File: src/rtl/rsi_pkg.sv
`timescale 1ns / 1ps

package rsi_pkg;

  // Default formats: signed Q16.16 coordinates
  localparam int COORD_BITS_DEF = 32;
  localparam int FRAC_BITS_DEF  = 16;

  // Load enables for the two register ranks of a squaring unit
  typedef struct packed {
    logic mul;   // partial products rank
    logic sum;   // combined square rank
  } rsi_sq_en_t;

endpackage

File: src/rtl/rsi_square.sv
`timescale 1ns / 1ps

// Two-rank unsigned squarer: the operand is split in halves, three narrow
// partial products are registered, then combined into the full square.
module rsi_square #(
  parameter int W = 33
) (
  input  logic                 clk,
  input  rsi_pkg::rsi_sq_en_t  en,
  input  logic [W-1:0]         x,
  output logic [2*W-1:0]       y
);

  localparam int H  = (W + 1) / 2;
  localparam int HW = W - H;

  logic [HW-1:0]   x_hi;
  logic [H-1:0]    x_lo;
  logic [2*HW-1:0] p_hh;
  logic [W-1:0]    p_hl;
  logic [2*H-1:0]  p_ll;

  assign x_hi = x[W-1:H];
  assign x_lo = x[H-1:0];

  // partial products
  always_ff @(posedge clk) begin
    if (en.mul) begin
      p_hh <= (2*HW)'(x_hi) * (2*HW)'(x_hi);
      p_hl <= W'(x_hi) * W'(x_lo);
      p_ll <= (2*H)'(x_lo) * (2*H)'(x_lo);
    end
  end

  // hi^2 * 2^2H + 2 * hi * lo * 2^H + lo^2
  always_ff @(posedge clk) begin
    if (en.sum) begin
      y <= ((2*W)'(p_hh) << (2*H)) + ((2*W)'(p_hl) << (H + 1)) + (2*W)'(p_ll);
    end
  end

endmodule

File: config.mk
export PLATFORM = sky130hd
export DESIGN_NAME = rsi_square
export DESIGN_NICKNAME = d
export VERILOG_FILES = /design/src/rtl/rsi_pkg.sv /design/src/rtl/rsi_square.sv
export SDC_FILE = /design/constraint.sdc
export NUM_CORES = 2
export LEC_CHECK = 0
export ABC_CLOCK_PERIOD_IN_PS = 18850
export BUFFER_PORTS_ARGS = -buffer_cell sky130_fd_sc_hd__buf_2
export CAP_MARGIN = 20
export CELL_PAD_IN_SITES_DETAIL_PLACEMENT = 1
export CELL_PAD_IN_SITES_GLOBAL_PLACEMENT = 2
export CORE_MARGIN = 2
export CORE_UTILIZATION = 46
export CTS_CLUSTER_DIAMETER = 30
export CTS_CLUSTER_SIZE = 40
export DETAILED_ROUTE_END_ITERATION = 10
export MAX_ROUTING_LAYER = met4
export PLACE_DENSITY = 0.95
export SYNTH_ARGS = -nofsm -noshare
export SYNTH_HDL_FRONTEND = slang
export SYNTH_SLANG_ARGS = --single-unit
File: constraint.sdc
create_clock -name clk -period 18.85 [get_ports clk]
set_input_delay 0.9425 -clock clk [delete_from_list [all_inputs] [get_ports clk]]
set_output_delay 0.9425 -clock clk [all_outputs]
set_load 0.005 [all_outputs]
* Yosys cells after proc, flatten, opt, wreduce, memory -nomap -nowiden
Cells that the tools add are included.
** Storage, ports and cells
- Output and inout port bits :: 66
- Register bits after elaboration :: 165
- Logic and storage cells :: 9
** Operators by class
- $mul :: 3
- $add $sub $neg :: 2
** Operator list (count)
- $add A66 B34 Y66 :: 1
- $add A66 B51 Y66 :: 1
- $mul A17 B17 Y34 :: 1
- $mul A16 B17 Y33 :: 1
- $mul A16 B16 Y32 :: 1

* Logic depth before layout (Yosys ltp)
- Word-level depth :: 2
- Depth in mapped cells :: 24
- Depth with buffers taken out :: 23

* Worst setup path after synthesis
OpenSTA, ideal clock, no wires.
- Kind :: input to register
- Start :: input x[9]
- End :: register p_hl[31] (data pin)
- Setup slack :: 11.872 ns
- Stages :: 22
- Setup time :: 0.267 ns
- Data arrival time :: 6.711 ns
- Path buffers :: 3
- Cells stage by stage :: clkbuf_1 clkbuf_1 nand2_1 fa_1 inv_1 fa_1 fa_1 fa_1 fa_1 inv_1 fa_1 inv_1 ha_1 buf_2 a211oi_2 nor3b_1 or3_1 a41o_1 o41ai_4 o21ai_1 mux2i_1 o211ai_1
** Between the ends
- Word-level cells in the longest chain between the ends :: 1
** RTL lines
- from (decl) :: line rsi_square.sv:10 : input logic [W-1:0] x,
- $mul A16 B17 Y33 :: line rsi_square.sv:30 : p_hl <= W'(x_hi) * W'(x_lo);
- to (signal assigned) :: line rsi_square.sv:30
- to (decl) :: line rsi_square.sv:20 : logic [W-1:0] p_hl;
Every way passes these cells.
A chain may end at the register's enable or synchronous reset.

* Final worst setup path
- Start :: input x[2]
- End :: register p_hl[30] (data pin)
The elaborated chain is that of the path after synthesis.

==> metrics <==
fin crit share 0.3894; RSZ-0062 raised after global routing false; CTS buffer count 17; # Post-CTS Setup Buffers 0; # IOs roughly 100; clock-pin slew on the worst setup and hold paths 70 ps; Worst Tran Pin Value 939.3 ps; total wire length 83,950 um; # resized after CTS 0; via count between 20,000 and 25,000; syn_nets roughly 4,200; Slew HR 0.3738; largest net degree at the start of global routing 66; DRT antenna net count 0; Initial Util 0.4667; # port buffers 100; wire per inst approximately 20 um; Final Util 0.4950; maxcap violations 0; commonest non-fill, non-tap cell in the layout inv_1; Clock Latency Late Sink 510 ps; minimum clock period 7340 ps; final setup skew around 26 ps; height of the die 265.7 um; crit path max fanout 31; GRT overflow 0; Critical Path AT 7580 ps; CTS tree done; drt first pass iters 5; dominant synthesized flop cell edfxtp_1; sequential share of the synthesized area 0.1544; gr usage total 0.2551; #FFs+latches synth approximately 160; core area just under 0.07 mm^2; worst reg-to-reg setup slack roughly 15,000 ps; vias per inst 5.332; Mapped Avg Cell Area 9.588 um^2; Bufs on Longest Clock Path 2; max-slew violation count 0; synthesis-to-finish area growth 6.064%; number of flops mapped to enable cells by yosys approximately 160; clk sinks 162; final instance area approximately 0.033 mm^2; wire length of the first global-routing pass 135,000 um; cts hold-fix bufs 0; Final Hold Fails 0; Max Freq 0.1362 GHz; Setup TNS 0 ps; post-synth top area share 0.3590; iteration-0 DRC count of the detailed router 1,114; die area 0.07060 mm^2; critical path required time 19,080 ps; async set-reset flop share out of synthesis 0; clk root buf clkbuf_16; Crit Path Class in -> reg; Gate Count Post-Synth about 3,300; CP endpoint kind register; vias in the first global route 25,060; H-tree depth 4; final setup fails 0; worst min path class reg -> reg; Site Rows 95; Routability Congestion around 0.86; synth top area cells fa_1 (36%), edfxtp_1 (15%), ha_1 (14%); status finished, final reports clean; fill count 7,724; layout cell share with drive strength beyond 1 0.05187; Synth Cell Area 0.03151 mm^2; Remaining DRCs 0; startpoint types input pin; Synth warnings 0; largest area contributor in the netlist fa_1; most frequent cells in the layout inv_1 (795), fa_1 (565), ha_1 (348); Final nets 4,253; Detailed Place HPWL 64,900 um; cell area after placement 0.03277 mm^2; antenna violations before repair 5; die width roughly 270 um; library cells used by synthesis 76
==> worst max-delay path, stage by stage <==
cell and delay, ps:
buf_2 660, inv_1 470, nor2_1 430, fa_1 490, ha_1 220, inv_1 80, fa_1 430, fa_1 520
inv_1 70, fa_1 560, inv_1 60, fa_1 540, inv_1 50, ha_1 390, a21oi_1 170, o21ai_0 150
nand3_1 120, a21boi_1 360, a31o_2 290, o211ai_1 150, a41oi_1 280, xnor2_1 120
==> registers in the layout, summed over array words and instances, names as in the netlist <==
register,cells
y,65
p_ll,33
p_hh,31
p_hl,33
==> Yosys cell counts (all sizes together) (8+ instances only) <==
cell type and instances:
clkbuf 115, or2 8, nor2b 18, o21bai 18, nand4 20, fa 565
nor2 86, nand2b 17, a21oi 106, o31ai 8, a21o 54, inv 795
edfxtp 162, nor3 16, nand3 36, or3 9, a211oi 15, and2 214
xor2 43, nand2 347, o211ai 11, ha 348, a31oi 8, xnor2 104
o21ai 60, o21a 13, and3 16
==> cells by family after synthesis <==
family / synth area share
muxes: 0.001032
AOI/OAI and AO/OA: 0.07323
adders and majority gates: 0.4972
buffers and inverters: 0.1090
xor gates and xnor gates: 0.04086
and+or+nand+nor: 0.1241
other: 0.0001190
DFF: 0.1544
==> layer usage <==
metal | part of all wire | GRT usage | vias to the layer above
met5 | 0 | - | -
met4 | 0.024 | 0.07865 | 0
met3 | 0.048 | 0.04251 | 124
met2 | 0.50 | 0.4283 | 459
met1 | 0.43 | 0.3165 | 11593
li1 | - | - | 10181
==> final cells by class <==
cell class	instances	area, um^2	share of cell area
Antenna cell	4	10.01	0.0002995
Clock buffer	17	425.4	0.01273
Clock inverter	14	201.4	0.006028
Inverter	795	2984	0.08930
Multi-Input combinational cell	2211	23210	0.6944
Sequential cell	162	4865	0.1456
Tap cell	873	1092	0.03269
Timing Repair Buffer	117	633.1	0.01895
==> path summary, 6_finish.rpt <==
path | from | end | cells past startpoint
worst min register to register | p_ll[2] | y[2] | 0
worst max register to register | p_ll[26] | y[63] | 9
worst min-delay path | p_ll[2] | y[2] | 0
worst max-delay path | x[2] | p_hl[30] | 22
==> stage by stage <==
step | hold WS, ps | setup slack (ps) | std cells
4_1_cts | 423.0 | 11580 | 4188
3_3_place_gp | 400.7 | 11220 | 4157
3_5_place_dp | 405.7 | 11040 | 4157
5_1_grt | 423.7 | 11230 | 4192
6_report | 420.2 | 11510 | 4193
2_1_floorplan | 400.3 | 11870 | 3286
Power is not shown: default switching activity piles up to over one toggle a cycle in this logic, so the estimate is an artifact.
